==> src/hdl/hmrp_pkg.sv <==
// Shared types, character codes and byte classification helpers for the height map row parser.
`default_nettype none

package hmrp_pkg;

  localparam int BYTE_W      = 8;
  localparam int HEIGHT_W    = 32;
  localparam int COLOR_W     = 24;
  localparam int ROW_W       = 16;
  localparam int EPL_W       = 11;
  localparam int COL_OUT_W   = 10;
  localparam int CFG_IDX_W   = 2;
  localparam int CFG_DATA_W  = 16;
  localparam int NIBBLE_W    = 4;
  localparam int SKIP_W      = 2;

  // Number of prefix characters ("0x") skipped after the comma.
  localparam logic [SKIP_W-1:0] PREFIX_LEN = 2'd2;

  localparam logic [CFG_IDX_W-1:0] CFG_ENTRIES_PER_LINE = 2'd0;
  localparam logic [CFG_IDX_W-1:0] CFG_ROW_INDEX        = 2'd1;

  localparam logic [BYTE_W-1:0] CH_COMMA   = 8'h2C;
  localparam logic [BYTE_W-1:0] CH_SPACE   = 8'h20;
  localparam logic [BYTE_W-1:0] CH_NEWLINE = 8'h0A;
  localparam logic [BYTE_W-1:0] CH_PLUS    = 8'h2B;
  localparam logic [BYTE_W-1:0] CH_MINUS   = 8'h2D;
  localparam logic [BYTE_W-1:0] CH_0       = 8'h30;
  localparam logic [BYTE_W-1:0] CH_9       = 8'h39;
  localparam logic [BYTE_W-1:0] CH_LC_A    = 8'h61;
  localparam logic [BYTE_W-1:0] CH_LC_F    = 8'h66;
  localparam logic [BYTE_W-1:0] CH_LC_Z    = 8'h7A;
  localparam logic [BYTE_W-1:0] CH_UC_A    = 8'h41;
  localparam logic [BYTE_W-1:0] CH_UC_F    = 8'h46;
  localparam logic [BYTE_W-1:0] CH_UC_Z    = 8'h5A;

  typedef enum logic [4:0] {
    PH_IDLE   = 5'b00001,
    PH_DIGITS = 5'b00010,
    PH_PREFIX = 5'b00100,
    PH_HEX    = 5'b01000,
    PH_SKIP   = 5'b10000
  } phase_t;

  typedef struct packed {
    logic                       emit;
    logic signed [HEIGHT_W-1:0] height;
    logic [COLOR_W-1:0]         color;
  } entry_t;

  typedef struct packed {
    logic [COL_OUT_W-1:0]       column;
    logic [ROW_W-1:0]           row;
    logic signed [HEIGHT_W-1:0] height;
    logic [COLOR_W-1:0]         color;
    logic signed [HEIGHT_W-1:0] z_min;
    logic signed [HEIGHT_W-1:0] z_max;
    logic                       last;
  } result_t;

  function automatic logic is_digit(input logic [BYTE_W-1:0] c);
    return (c >= CH_0) && (c <= CH_9);
  endfunction

  function automatic logic is_alpha(input logic [BYTE_W-1:0] c);
    return ((c >= CH_LC_A) && (c <= CH_LC_Z)) || ((c >= CH_UC_A) && (c <= CH_UC_Z));
  endfunction

  function automatic logic is_space(input logic [BYTE_W-1:0] c);
    return (c == CH_SPACE) || (c == CH_NEWLINE);
  endfunction

  function automatic logic is_hex(input logic [BYTE_W-1:0] c);
    return is_digit(c) || ((c >= CH_LC_A) && (c <= CH_LC_F)) ||
           ((c >= CH_UC_A) && (c <= CH_UC_F));
  endfunction

  // Letters a-f and A-F both have low nibbles 1..6, so adding nine gives 10..15.
  function automatic logic [NIBBLE_W-1:0] hex_val(input logic [BYTE_W-1:0] c);
    logic [NIBBLE_W-1:0] v;
    if (is_digit(c)) begin
      v = c[NIBBLE_W-1:0];
    end else begin
      v = c[NIBBLE_W-1:0] + 4'd9;
    end
    return v;
  endfunction

endpackage

`default_nettype wire

==> src/hdl/hmrp_parse_fsm.sv <==
// Entry parser: phase state machine with height and color accumulators.
`default_nettype none

module hmrp_parse_fsm
  import hmrp_pkg::*;
(
  input  wire logic              clk,
  input  wire logic              rst_n,
  input  wire logic              step,
  input  wire logic [BYTE_W-1:0] text_byte,
  input  wire logic              end_of_text,
  output entry_t                 entry
);

  phase_t                     phase_r, phase_nxt;
  logic signed [HEIGHT_W-1:0] height_r, height_nxt;
  logic                       neg_r, neg_nxt;
  logic [COLOR_W-1:0]         color_r, color_nxt;
  logic [SKIP_W-1:0]          cnt_r, cnt_nxt;
  logic                       term;
  logic                       emit;
  logic [HEIGHT_W-1:0]        digit_ext;
  logic [HEIGHT_W-1:0]        digit_signed;

  // The accumulator holds the signed value directly, so no negation is
  // needed when the entry closes.
  assign digit_ext    = {{(HEIGHT_W-NIBBLE_W){1'b0}}, text_byte[NIBBLE_W-1:0]};
  assign digit_signed = neg_r ? (~digit_ext + 1'b1) : digit_ext;

  always_comb begin
    phase_nxt  = phase_r;
    height_nxt = height_r;
    neg_nxt    = neg_r;
    color_nxt  = color_r;
    cnt_nxt    = cnt_r;
    term       = 1'b0;
    unique case (phase_r)
      PH_IDLE: begin
        if (is_digit(text_byte) || (text_byte == CH_PLUS) || (text_byte == CH_MINUS)) begin
          height_nxt = is_digit(text_byte) ? $signed(digit_ext) : '0;
          neg_nxt    = (text_byte == CH_MINUS);
          color_nxt  = '0;
          cnt_nxt    = '0;
          phase_nxt  = PH_DIGITS;
        end
      end
      PH_DIGITS: begin
        if (is_digit(text_byte)) begin
          height_nxt = (height_r <<< 3) + (height_r <<< 1) + $signed(digit_signed);
        end else if (text_byte == CH_COMMA) begin
          cnt_nxt   = '0;
          phase_nxt = PH_PREFIX;
        end else begin
          term = 1'b1;
        end
      end
      PH_PREFIX: begin
        if (is_space(text_byte)) begin
          term = 1'b1;
        end else begin
          cnt_nxt = cnt_r + 1'b1;
          if (cnt_nxt >= PREFIX_LEN) begin
            phase_nxt = PH_HEX;
          end
        end
      end
      PH_HEX: begin
        if (is_hex(text_byte)) begin
          color_nxt = {color_r[COLOR_W-NIBBLE_W-1:0], hex_val(text_byte)};
        end else if (is_alpha(text_byte)) begin
          phase_nxt = PH_SKIP;
        end else begin
          term = 1'b1;
        end
      end
      PH_SKIP: begin
        if (!(is_alpha(text_byte) || is_digit(text_byte))) begin
          term = 1'b1;
        end
      end
      default: begin
        phase_nxt = PH_IDLE;
      end
    endcase
  end

  // End of text closes any entry still open after this byte.
  assign emit = term || (end_of_text && (phase_nxt != PH_IDLE));

  assign entry.emit   = emit;
  assign entry.height = height_nxt;
  assign entry.color  = color_nxt;

  always_ff @(posedge clk) begin
    if (!rst_n) begin
      phase_r  <= PH_IDLE;
      height_r <= '0;
      neg_r    <= 1'b0;
      color_r  <= '0;
      cnt_r    <= '0;
    end else if (step) begin
      phase_r  <= emit ? PH_IDLE : phase_nxt;
      height_r <= height_nxt;
      neg_r    <= neg_nxt;
      color_r  <= color_nxt;
      cnt_r    <= cnt_nxt;
    end
  end

endmodule

`default_nettype wire

==> src/hdl/hmrp_line_track.sv <==
// Line bookkeeping: column counter, line length limit and running min/max height.
`default_nettype none

module hmrp_line_track
  import hmrp_pkg::*;
#(
  parameter int MAX_COLUMNS = 1024
) (
  input  wire logic             clk,
  input  wire logic             rst_n,
  input  wire logic             step,
  input  wire entry_t           entry,
  input  wire logic [EPL_W-1:0] entries_per_line,
  input  wire logic [ROW_W-1:0] row_index,
  output result_t               result
);

  localparam int COL_W = (MAX_COLUMNS > 1) ? $clog2(MAX_COLUMNS) : 1;
  localparam int LEN_W = $clog2(MAX_COLUMNS + 1);
  localparam int CMP_W = (LEN_W > EPL_W) ? LEN_W : EPL_W;
  localparam logic [CMP_W-1:0] MAX_LEN = CMP_W'(MAX_COLUMNS);

  logic [COL_W-1:0]           col_r, col_nxt;
  logic signed [HEIGHT_W-1:0] min_r, min_nxt;
  logic signed [HEIGHT_W-1:0] max_r, max_nxt;
  logic [CMP_W-1:0]           epl_ext;
  logic [CMP_W-1:0]           len;
  logic [CMP_W-1:0]           col_plus;
  logic                       last;
  logic [COL_W+COL_OUT_W-1:0] col_wide;

  assign epl_ext  = {{(CMP_W-EPL_W){1'b0}}, entries_per_line};
  assign len      = (epl_ext == '0) ? CMP_W'(1) : ((epl_ext > MAX_LEN) ? MAX_LEN : epl_ext);
  assign col_plus = {{(CMP_W-COL_W){1'b0}}, col_r} + 1'b1;
  assign last     = (col_plus >= len);
  assign col_nxt  = last ? '0 : col_plus[COL_W-1:0];

  always_comb begin
    if (col_r == '0) begin
      min_nxt = entry.height;
      max_nxt = entry.height;
    end else begin
      min_nxt = (entry.height < min_r) ? entry.height : min_r;
      max_nxt = (entry.height > max_r) ? entry.height : max_r;
    end
  end

  // Zero-extend or truncate the counter to the fixed column field.
  assign col_wide = {{COL_OUT_W{1'b0}}, col_r};

  assign result.column = col_wide[COL_OUT_W-1:0];
  assign result.row    = row_index;
  assign result.height = entry.height;
  assign result.color  = entry.color;
  assign result.z_min  = min_nxt;
  assign result.z_max  = max_nxt;
  assign result.last   = last;

  always_ff @(posedge clk) begin
    if (!rst_n) begin
      col_r <= '0;
      min_r <= '0;
      max_r <= '0;
    end else if (step) begin
      col_r <= col_nxt;
      min_r <= min_nxt;
      max_r <= max_nxt;
    end
  end

endmodule

`default_nettype wire

==> src/hdl/height_map_row_parser_core.sv <==
// Top level of the height map row parser: input stage, config registers and result register.
`default_nettype none

// The parser takes map text one byte per beat and emits one result beat for
// every entry it closes: column, row, height, color and the line's running
// minimum and maximum height, plus a flag on the line's last entry. It takes
// one byte every cycle unless the input stage is stalled. A byte is registered
// in the input stage, parsed there by the phase state machine and line
// bookkeeping, and the result lands in the output register. The input stays
// open while a result waits: only a byte that would close an entry while the
// output register is still full holds the input stage, which is the one thing
// that can stall the byte stream. Heights wrap modulo 2^32. Configuration
// writes are always accepted and should be made only while no byte is in
// flight; index 0 sets the number of entries per line (0 counts as 1, values
// above MAX_COLUMNS count as MAX_COLUMNS) and index 1 sets the row number;
// other indexes are ignored. There is no clearing pass after reset.
module height_map_row_parser_core
  import hmrp_pkg::*;
#(
  parameter int MAX_COLUMNS = 1024
) (
  input  wire logic                  clk,
  input  wire logic                  rst_n,

  input  wire logic                  in_valid,
  output logic                       in_ready,
  input  wire logic [BYTE_W-1:0]     in_text_byte,
  input  wire logic                  in_end_of_text,

  output logic                       out_valid,
  input  wire logic                  out_ready,
  output logic [COL_OUT_W-1:0]       out_column,
  output logic [ROW_W-1:0]           out_row,
  output logic signed [HEIGHT_W-1:0] out_height,
  output logic [COLOR_W-1:0]         out_color,
  output logic signed [HEIGHT_W-1:0] out_line_z_min,
  output logic signed [HEIGHT_W-1:0] out_line_z_max,
  output logic                       out_last_in_line,

  input  wire logic                  cfg_valid,
  output logic                       cfg_ready,
  input  wire logic [CFG_IDX_W-1:0]  cfg_index,
  input  wire logic [CFG_DATA_W-1:0] cfg_data
);

  // Configuration registers.
  logic [EPL_W-1:0] epl_r;
  logic [ROW_W-1:0] row_r;

  // Input stage.
  logic              s1_valid_r;
  logic [BYTE_W-1:0] s1_byte_r;
  logic              s1_eot_r;

  // Result register.
  logic              out_valid_r, out_valid_nxt;
  result_t           out_r;

  entry_t            entry;
  result_t           result;
  logic              advance;
  logic              emit_go;

  assign cfg_ready = 1'b1;

  always_ff @(posedge clk) begin
    if (!rst_n) begin
      epl_r <= EPL_W'(1);
      row_r <= '0;
    end else if (cfg_valid) begin
      case (cfg_index)
        CFG_ENTRIES_PER_LINE: epl_r <= cfg_data[EPL_W-1:0];
        CFG_ROW_INDEX:        row_r <= cfg_data[ROW_W-1:0];
        default: ;
      endcase
    end
  end

  // The staged byte moves on unless it closes an entry and the result
  // register cannot take the new result this cycle.
  assign advance  = s1_valid_r && (!entry.emit || !out_valid_r || out_ready);
  assign emit_go  = advance && entry.emit;
  assign in_ready = !s1_valid_r || advance;

  always_ff @(posedge clk) begin
    if (!rst_n) begin
      s1_valid_r <= 1'b0;
    end else if (in_ready) begin
      s1_valid_r <= in_valid;
    end
  end

  always_ff @(posedge clk) begin
    if (in_valid && in_ready) begin
      s1_byte_r <= in_text_byte;
      s1_eot_r  <= in_end_of_text;
    end
  end

  hmrp_parse_fsm u_parse (
    .clk         (clk),
    .rst_n       (rst_n),
    .step        (advance),
    .text_byte   (s1_byte_r),
    .end_of_text (s1_eot_r),
    .entry       (entry)
  );

  hmrp_line_track #(
    .MAX_COLUMNS (MAX_COLUMNS)
  ) u_line (
    .clk              (clk),
    .rst_n            (rst_n),
    .step             (emit_go),
    .entry            (entry),
    .entries_per_line (epl_r),
    .row_index        (row_r),
    .result           (result)
  );

  always_comb begin
    if (emit_go) begin
      out_valid_nxt = 1'b1;
    end else if (out_ready) begin
      out_valid_nxt = 1'b0;
    end else begin
      out_valid_nxt = out_valid_r;
    end
  end

  always_ff @(posedge clk) begin
    if (!rst_n) begin
      out_valid_r <= 1'b0;
    end else begin
      out_valid_r <= out_valid_nxt;
    end
  end

  always_ff @(posedge clk) begin
    if (emit_go) begin
      out_r <= result;
    end
  end

  assign out_valid        = out_valid_r;
  assign out_column       = out_r.column;
  assign out_row          = out_r.row;
  assign out_height       = out_r.height;
  assign out_color        = out_r.color;
  assign out_line_z_min   = out_r.z_min;
  assign out_line_z_max   = out_r.z_max;
  assign out_last_in_line = out_r.last;

  // A stalled input stage keeps its byte.
  a_stage_hold: assert property (@(posedge clk) disable iff (!rst_n)
    (s1_valid_r && !advance) |=> (s1_valid_r && $stable(s1_byte_r) && $stable(s1_eot_r)))
    else $error("input stage lost or changed a stalled byte");

  // A new result is only written when the result register is free or draining.
  a_no_overwrite: assert property (@(posedge clk) disable iff (!rst_n)
    emit_go |-> (!out_valid_r || out_ready))
    else $error("result register overwritten while full");

  // Every delivered height lies within the line's running range.
  a_range: assert property (@(posedge clk) disable iff (!rst_n)
    out_valid_r |-> ((out_r.z_min <= out_r.height) && (out_r.height <= out_r.z_max)))
    else $error("height outside the line's min/max");

  // A result that was not taken stays offered.
  a_out_keep: assert property (@(posedge clk) disable iff (!rst_n)
    (out_valid_r && !out_ready) |=> out_valid_r)
    else $error("pending result dropped");

endmodule

`default_nettype wire

==> config.mk <==
export PLATFORM = sky130hd
export DESIGN_NAME = height_map_row_parser_core
export DESIGN_NICKNAME = d
export VERILOG_FILES = /design/src/hdl/hmrp_pkg.sv /design/src/hdl/hmrp_parse_fsm.sv /design/src/hdl/hmrp_line_track.sv /design/src/hdl/height_map_row_parser_core.sv
export SDC_FILE = /design/constraint.sdc
export NUM_CORES = 1
export LEC_CHECK = 0
export BUFFER_PORTS_ARGS = -buffer_cell sky130_fd_sc_hd__buf_2
export CAP_MARGIN = 10
export CORE_UTILIZATION = 25
export CTS_BUF_LIST = sky130_fd_sc_hd__clkbuf_4 sky130_fd_sc_hd__clkbuf_8
export DETAILED_ROUTE_END_ITERATION = 8
export GPL_TIMING_DRIVEN = 0
export PLACE_DENSITY_LB_ADDON = 0.15
export SLEW_MARGIN = 20
export SYNTH_ARGS = -nofsm -noshare
export SYNTH_HDL_FRONTEND = slang
export SYNTH_HIERARCHICAL = 1
export SYNTH_SLANG_ARGS = --single-unit
==> constraint.sdc <==
create_clock -name clk -period 16.71 [get_ports clk]
set_clock_uncertainty 0.2 [all_clocks]
set_input_delay 0.8355 -clock clk [delete_from_list [all_inputs] [get_ports clk]]
set_output_delay 0.8355 -clock clk [all_outputs]
set_load 0.005 [all_outputs]
==> insert_results.sql, run 1 <==
INSERT INTO impl_metrics (metric_group, metric, value, unit) VALUES
('sta', 'hold-worst-slack', '0.175', 'ns'),
('synth', 'synth-xor-area-share', '0.0188', ''),
('synth', 'synth_compound_gate_area_share', '0.129', ''),
('sta', 'final_report_setup_violation_count', '0', ''),
('outcome', 'outcome', 'finished, final reports clean', ''),
('route', 'post-route-drc-count', '0', ''),
('clocking', 'clk_transition_reported_paths', '0.06', 'ns'),
('die', 'fp.dieW', '282', 'um'),
('synth', 'combinational_family_with_the_most_area_after_synthesis', 'simple AND/OR/NAND/NOR gates', ''),
('sta', 'worstMarginPinSlew', '1.11', 'ns'),
('worst_setup_path', 'critPathLaunchType', 'flop', ''),
('clocking', 'cts.sink_count', '323', ''),
('route', 'routedLengthMet1', '30400', 'um'),
('place', 'post_detailed_placement_cell_area', '0.0219', 'mm^2'),
('worst_setup_path', 'critPathCaptureType', 'flop', ''),
('sta', 'grt_setup_unrepaired', 'false', ''),
('synth', 'post_synth_main_area_contributors', 'sky130_fd_sc_hd__edfxtp_1, sky130_fd_sc_hd__dfxtp_1, sky130_fd_sc_hd__ha_1', ''),
('final_layout', 'count_of_non_filler_cells_in_the_finished_layout', '3379', ''),
('synth', 'post_synth_instance_area', '0.0195', 'mm^2'),
('synth', 'yosysUniqueCellTypes', '96', ''),
('place', 'detailed_place_hpwl', '47900', 'um'),
('final_layout', 'drive_above_1_share', '0.218', ''),
('hold_path', 'worst_hold_path_type', 'primary input to flop', ''),
('worst_setup_path', 'setup.reg_to_reg.worst_slack', '8.35', 'ns'),
('final_layout', 'num-fill-cells', '8270', ''),
('synth', 'synthesized_area_fraction_occupied_by_adder_cells', '0.102', ''),
('synth', 'share_of_cell_area_taken_by_muxes_after_synthesis', '0.0770', ''),
('worst_setup_path', 'worst-path-max-fanout', '14', ''),
('worst_setup_path', 'endpoint', 'out_line_z_max[4]$_DFFE_PP_', ''),
('place', 'place_worst_setup_slack', '8.52', 'ns'),
('worst_setup_path', 'r2r_end', 'out_line_z_max[4]$_DFFE_PP_', ''),
('worst_setup_path', 'origin_of_the_critical_flop_to_flop_path', 's1_byte_r[1]$_DFFE_PP_', ''),
('clocking', 'cts_root_buf', 'sky130_fd_sc_hd__clkbuf_8', ''),
('sta', 'layout_min_cycle_time', '8.36', 'ns'),
('final_layout', 'layout.nets', '2457', ''),
('route', 'antenna_violating_nets_post_route', '0', ''),
('clocking', 'postCtsSetupRepairBufs', '0', ''),
('sta', 'maxSlewHeadroom', '0.259', ''),
('final_layout', 'fin_util', '0.301', ''),
('die', 'floorplan_core_area', '0.0775', 'mm^2'),
('route', 'drt_pass1_iterations', '5', ''),
('route', 'topRoutingLayerUsed', 'met4', ''),
('route', 'wl', '64600', 'um'),
('die', 'initial_utilization', '0.252', ''),
('worst_setup_path', 'worst_ep_arrival_time', '8.61', 'ns'),
('place', 'portBuffers', '179', ''),
('route', 'routedWlPerCell', '19.1', 'um'),
('synth', 'postSynthCellCount', '2023', ''),
('sta', 'post-route-worst-setup-slack', '8.35', 'ns'),
('power', 'power_per_cell_area', '83.2', 'mW/mm^2'),
('route', 'detailedRoute.firstIterationViolations', '1036', ''),
('final_layout', 'area.growth.synth_to_final', '19.5', '%'),
('clocking', 'clock_latency', '0.64', 'ns'),
('synth', 'post_synthesis_async_set_or_reset_flop_share', '0', ''),
('power', 'power.total', '1.94', 'mW'),
('place', 'placedCellCount', '3254', ''),
('grt', 'largest_net_degree_at_the_start_of_global_routing', '29', ''),
('final_layout', 'most-common-layout-cells', 'sky130_fd_sc_hd__nand2_1, sky130_fd_sc_hd__buf_2, sky130_fd_sc_hd__dfxtp_1', ''),
('sta', 'drv_slew', '0', ''),
('synth', 'seq_area_frac_synth', '0.411', ''),
('power', 'peakVddDrop', '0.0000432', 'V'),
('synth', 'synth.top_cell.area_share', '0.240', ''),
('clocking', 'cts_htree_levels', '3', ''),
('synth', 'synth.yosys.warnings', '6', ''),
('clocking', 'cts_tree', 'done', ''),
('grt', 'grt_overflow_total', '0', ''),
('clocking', 'clk_path_buf_depth', '3', ''),
('final_layout', 'layout_commonest_cell', 'sky130_fd_sc_hd__nand2_1', ''),
('route', 'dr_wl_met2', '28000', 'um'),
('clocking', 'cells_resized_by_post_cts_repair', '0', ''),
('die', 'rows', '102', '');
[critical path, cell delays in order (launching register included)]
cell                       delay, ns
sky130_fd_sc_hd__edfxtp_1       0.54
sky130_fd_sc_hd__inv_1          0.13
sky130_fd_sc_hd__ha_1           0.29
sky130_fd_sc_hd__nand2b_4       0.12
sky130_fd_sc_hd__o21a_1         0.86
sky130_fd_sc_hd__fa_1           0.60
sky130_fd_sc_hd__ha_1           0.38
sky130_fd_sc_hd__o21ai_0        0.18
sky130_fd_sc_hd__nor2_1         0.09
sky130_fd_sc_hd__o311a_4        0.35
sky130_fd_sc_hd__o311ai_0       0.44
sky130_fd_sc_hd__nand3_1        0.26
sky130_fd_sc_hd__a21oi_1        0.25
sky130_fd_sc_hd__xor2_1         0.09
sky130_fd_sc_hd__o21ai_1        0.69
sky130_fd_sc_hd__ha_1           0.39
sky130_fd_sc_hd__nand4_1        0.17
sky130_fd_sc_hd__nor2_1         0.11
sky130_fd_sc_hd__a22oi_1        0.22
sky130_fd_sc_hd__o211ai_1       0.20
sky130_fd_sc_hd__nor3_2         0.58
sky130_fd_sc_hd__clkbuf_1       0.54
sky130_fd_sc_hd__nand4_1        0.19
sky130_fd_sc_hd__nand4_1        0.29
[final cells by class]
type,instances,area (um^2),area share
multi-input combinational,1412,10100,0.431
clock buffer,102,1240,0.0532
clock inverter,21,156,0.00670
tap,1040,1300,0.0557
timing repair buffer,191,1080,0.0461
antenna,2,5.00,0.000214
sequential,323,8030,0.344
inverter,89,334,0.0143
buffer,199,1160,0.0495
[synthesized netlist by cell type, drive strengths merged, types with 10 or more instances]
master,n
clkbuf,87
fa,29
nand4,81
mux2,33
nor2,85
nor2b,14
dfxtp,167
nand2b,11
a22o,13
o21ba,10
buf,112
a311oi,22
inv,87
nand3b,34
a21oi,103
xnor2,22
xor2,20
a211oi,11
nand2,273
edfxtp,156
and3,42
o21ai,104
ha,113
o211ai,10
nor3,77
a21o,18
nand3,56
mux2i,102
[cell families after synthesis]
| logic type | Yosys count |
|---|---|
| AND/OR/NAND/NOR | 723 |
| AO/OA/AOI/OAI | 369 |
| flip-flops | 323 |
| buffers and inverters | 288 |
| adder cells (fa/ha/maj) | 142 |
| multiplexers | 135 |
| XOR/XNOR | 42 |
| other | 1 |
[metal layers]
metal,vias to the layer above,GRT usage
met5,-,0
met4,0,0.0684
met3,101,0.0378
met2,461,0.246
met1,7713,0.222
li1,7821,-
[flip-flops by register name (all words and copies together) (netlist names), 5 cells and up]
| name | count |
|---|---|
| u_line/min_r | 32 |
| u_parse/color_r | 24 |
| u_parse/height_r | 32 |
| out_row | 16 |
| out_line_z_max | 32 |
| out_column | 10 |
| u_parse/phase_r | 5 |
| out_height | 32 |
| out_color | 24 |
| row_r | 16 |
| u_line/max_r | 32 |
| out_line_z_min | 32 |
| u_line/col_r | 10 |
| s1_byte_r | 8 |
| epl_r | 11 |
[how the worst min path moves through the flow]
stage / startpoint / to / slack (ns) / cells after the start
after CTS: in_text_byte[3] / s1_byte_r[3]$_DFFE_PP_ / 0.11 / 1
final: in_text_byte[5] / s1_byte_r[5]$_DFFE_PP_ / 0.18 / 1
after floorplan: u_line/col_r[3]$_SDFFE_PN0P_ / out_column[3]$_DFFE_PP_ / 0.21 / 0
after detailed placement: row_r[13]$_SDFFE_PN0P_ / row_r[13]$_SDFFE_PN0P_ / 0.25 / 2
after global routing: in_text_byte[5] / s1_byte_r[5]$_DFFE_PP_ / 0.14 / 1
after global placement: row_r[3]$_SDFFE_PN0P_ / row_r[3]$_SDFFE_PN0P_ / 0.25 / 2
[where the power goes]
group	switching [mW]	total, mW	leakage [nW]	internal, mW
Combinational	0.140	0.211	5.96	0.0705
Clock	0.386	0.880	0.747	0.495
Sequential	0.0108	0.851	2.84	0.840
Total	0.537	1.94	9.55	1.41
No activity file was read; power rests on OpenSTA's default activity.
==> inputs of run 2 (changes only) <==
==> constraint.sdc (replaced) <==
create_clock -name clk -period 7.2 [get_ports clk]
set_clock_uncertainty 0.2 [all_clocks]
set_input_delay 0.36 -clock clk [delete_from_list [all_inputs] [get_ports clk]]
set_output_delay 0.36 -clock clk [all_outputs]
set_load 0.005 [all_outputs]
==> run 2 against run 1 <==
  * Non-clock buffer count increased by 73
  * Critical endpoint is now out_line_z_min[6]$_DFFE_PP_
  * Fmax increased by 20%
  * Combinational power increased to 2.5 times the previous value
  * Sequential power increased by 130%
  * Die area unchanged
  * Setup slack got worse by 8.1 ns
  * Critical path depth increased by 1
  * Final cell count increased by 1.9%
==> insert_results.sql, run 2 (synthesis results as in run 1) <==
INSERT INTO impl_metrics (metric_group, metric, value, unit) VALUES
('worst_setup_path', 'reg2reg_depth', '24', ''),
('place', 'gp_congestion', '0.864', ''),
('place', 'placedCellCount', '3255', ''),
('route', 'routedWlPerCell', '18.9', 'um'),
('sta', 'drv_slew', '0', ''),
('sta', 'report.final.hold_viol_count', '0', ''),
('grt', 'largest_net_degree_at_the_start_of_global_routing', '28', ''),
('route', 'detailedRoute.firstIterationViolations', '1057', ''),
('worst_setup_path', 'critical-path-top-cell-by-count', 'sky130_fd_sc_hd__ha_1', ''),
('grt', 'grt_antenna_before_repair', '2', ''),
('clocking', 'cts_htree_levels', '2', ''),
('final_layout', 'count_of_non_filler_cells_in_the_finished_layout', '3443', ''),
('final_layout', 'area.growth.synth_to_final', '23.7', '%'),
('sta', 'worstMarginPinSlew', '1.09', 'ns'),
('clocking', 'cts_tree', 'done', ''),
('sta', 'maxSlewHeadroom', '0.271', ''),
('worst_setup_path', 'crit_path_start', 's1_byte_r[2]$_DFFE_PP_', ''),
('flow_run', 'cap_violations', '0', ''),
('grt', 'grt_pass1_wl', '98200', 'um'),
('worst_setup_path', 'worst-endpoint-required', '7.40', 'ns'),
('die', 'die-height', '282', 'um'),
('die', 'fp.dieW', '282', 'um'),
('worst_setup_path', 'cp_num_cells', '24', ''),
('worst_setup_path', 'r2r_end', 'out_line_z_min[6]$_DFFE_PP_', ''),
('place', 'detailed_place_hpwl', '48100', 'um'),
('grt', 'first_global_vias', '16099', ''),
('grt', 'grt_overflow_total', '0', ''),
('sta', 'final.period_utilization', '0.967', ''),
('final_layout', 'most-common-layout-cells', 'sky130_fd_sc_hd__nand2_1, sky130_fd_sc_hd__buf_2, sky130_fd_sc_hd__dfxtp_1', ''),
('power', 'power.total', '4.44', 'mW'),
('worst_setup_path', 'critPathCaptureType', 'flop', ''),
('route', 'avgViaCountPerCell', '4.74', ''),
('power', 'peakVddDrop', '0.000120', 'V'),
('place', 'post_detailed_placement_cell_area', '0.0220', 'mm^2'),
('final_layout', 'drive_above_1_share', '0.231', ''),
('worst_setup_path', 'worst_path_max_delay_cell', 'sky130_fd_sc_hd__o41ai_4', ''),
('route', 'via_count', '16322', ''),
('worst_setup_path', 'worst_ep_arrival_time', '7.16', 'ns'),
('place', 'place_worst_setup_slack', '-1.14', 'ns'),
('route', 'post-route-drc-count', '0', ''),
('route', 'antenna_violating_nets_post_route', '0', ''),
('worst_setup_path', 'origin_of_the_critical_flop_to_flop_path', 's1_byte_r[2]$_DFFE_PP_', ''),
('grt', 'gr-usage-all-layers', '0.162', ''),
('sta', 'achievable-frequency', '144', 'MHz'),
('place', 'portBuffers', '179', ''),
('sta', 'post-route-worst-setup-slack', '0.239', 'ns'),
('final_layout', 'layout_commonest_cell', 'sky130_fd_sc_hd__nand2_1', ''),
('outcome', 'outcome', 'finished, final reports clean', ''),
('worst_setup_path', 'critPathLaunchType', 'flop', ''),
('clocking', 'cts_root_buf', 'sky130_fd_sc_hd__clkbuf_8', ''),
('final_layout', 'layout.cell_area.non_filler', '0.0242', 'mm^2'),
('die', 'die_footprint', '0.0793', 'mm^2'),
('die', 'rows', '102', ''),
('route', 'drt_pass1_iterations', '6', ''),
('worst_setup_path', 'worst-setup-path-type', 'flop to flop', ''),
('worst_setup_path', 'worst-path-max-fanout', '10', ''),
('worst_setup_path', 'setup.reg_to_reg.worst_slack', '0.24', 'ns'),
('worst_setup_path', 'endpoint', 'out_line_z_min[6]$_DFFE_PP_', ''),
('die', 'floorplan_core_area', '0.0775', 'mm^2'),
('worst_setup_path', 'critPathBufInv', '3', ''),
('sta', 'final_layout_setup_total_negative_slack', '0', 'ns'),
('sta', 'layout_min_cycle_time', '6.96', 'ns'),
('clocking', 'cts.sink_count', '323', ''),
('power', 'power_per_cell_area', '184', 'mW/mm^2'),
('worst_setup_path', 'worst_path_dominant_cell_family', 'compound AO/OA/AOI/OAI gates', ''),
('clocking', 'clk_path_buf_depth', '3', ''),
('clocking', 'clk_transition_reported_paths', '0.06', 'ns'),
('worst_setup_path', 'path_cells', 'clkbuf_4 > nor3_2 > ha_1 > mux2i_2 > fa_1 > inv_1 > ha_1 > a21oi_2 > nand4b_1 > a21oi_2 > o41ai_4 > o31ai_4 > a31oi_2 > mux2i_2 > nand2_4 > ha_1 > nand4_1 > nor3_2 > a221o_1 > or3_4 > or3_4 > o21a_4 > buf_12 > mux2_4', ''),
('worst_setup_path', 'max_stage_delay', '0.50', 'ns'),
('hold_path', 'worst_hold_path_type', 'primary input to flop', ''),
('power', 'power.leakage', '9.93', 'nW'),
('final_layout', 'layout.nets', '2524', ''),
('die', 'pin_count', '182', ''),
('clocking', 'clock_latency', '0.69', 'ns'),
('die', 'initial_utilization', '0.252', ''),
('route', 'wl', '65100', 'um'),
('sta', 'final_report_setup_violation_count', '0', ''),
('clocking', 'numCtsBuffers', '61', '');
run 2: power by group:
part           leakage (nW)  switching (mW)  internal [mW]  total (mW)
Combinational          6.39           0.340          0.196       0.537
Sequential             2.84          0.0227           1.95        1.97
Clock                 0.698           0.863           1.07        1.93
run 2: stage by stage:
step | util | hold WS, ns
2_1_floorplan | - | 0.206
3_3_place_gp | 0.281 | 0.246
3_5_place_dp | 0.284 | 0.246
4_1_cts | 0.309 | 0.0995
5_1_grt | 0.312 | 0.139
6_report | 0.312 | 0.150
run 2: worst reg2reg max path, cell delays in order (launching register included):
cell	delay, ns
sky130_fd_sc_hd__edfxtp_1	0.43
sky130_fd_sc_hd__clkbuf_4	0.23
sky130_fd_sc_hd__nor3_2	0.23
sky130_fd_sc_hd__ha_1	0.28
sky130_fd_sc_hd__mux2i_2	0.19
sky130_fd_sc_hd__fa_1	0.48
sky130_fd_sc_hd__inv_1	0.08
sky130_fd_sc_hd__ha_1	0.23
sky130_fd_sc_hd__a21oi_2	0.14
sky130_fd_sc_hd__nand4b_1	0.21
sky130_fd_sc_hd__a21oi_2	0.13
sky130_fd_sc_hd__o41ai_4	0.50
sky130_fd_sc_hd__o31ai_4	0.17
sky130_fd_sc_hd__a31oi_2	0.29
sky130_fd_sc_hd__mux2i_2	0.36
sky130_fd_sc_hd__nand2_4	0.17
sky130_fd_sc_hd__ha_1	0.35
sky130_fd_sc_hd__nand4_1	0.16
sky130_fd_sc_hd__nor3_2	0.10
sky130_fd_sc_hd__a221o_1	0.32
sky130_fd_sc_hd__or3_4	0.35
sky130_fd_sc_hd__or3_4	0.35
sky130_fd_sc_hd__o21a_4	0.20
sky130_fd_sc_hd__buf_12	0.18
sky130_fd_sc_hd__mux2_4	0.34
run 2: worst min-delay path by stage:
| stage | startpoint | end | slack, ns | cells after the start |
|---|---|---|---|---|
| after CTS | rst_n | u_parse/height_r[26]$_SDFFE_PN0P_ | 0.1 | 3 |
| final | rst_n | u_parse/color_r[4]$_SDFFE_PN0P_ | 0.15 | 3 |
| after detailed placement | row_r[0]$_SDFFE_PN0P_ | row_r[0]$_SDFFE_PN0P_ | 0.25 | 2 |
| after global routing | rst_n | u_parse/height_r[12]$_SDFFE_PN0P_ | 0.14 | 3 |
| after floorplan | u_line/col_r[3]$_SDFFE_PN0P_ | out_column[3]$_DFFE_PP_ | 0.21 | 0 |
| after global placement | row_r[15]$_SDFFE_PN0P_ | row_r[15]$_SDFFE_PN0P_ | 0.25 | 2 |
run 2: layer usage:
metal	up-vias	GRT usage	wire, um
met5	-	0	0
met4	0	0.0491	1590
met3	90	0.0360	4020
met2	447	0.253	29100
met1	7842	0.221	30500
li1	7943	-	-
run 2: area by class of cell:
| cell class | count | area (um^2) |
|---|---|---|
| Fill cell | 8177 | 53300 |
| Multi-Input combinational cell | 1412 | 10200 |
| Sequential cell | 323 | 8030 |
| Timing Repair Buffer | 264 | 1810 |
| Tap cell | 1040 | 1300 |
| Buffer | 199 | 1170 |
| Clock buffer | 92 | 1160 |
| Inverter | 89 | 334 |
| Clock inverter | 23 | 148 |
| Antenna cell | 1 | 2.50 |
run 2: repair_timing:
action / in CTS / in global routing
buffers inserted: 9 / 14
endpoints found under the setup margin: 128 / 123
hold buffers: 49 / 0
pin swaps: 1 / 14
resized for setup: 19 / 31
endpoints found under the hold margin: 41 / 0
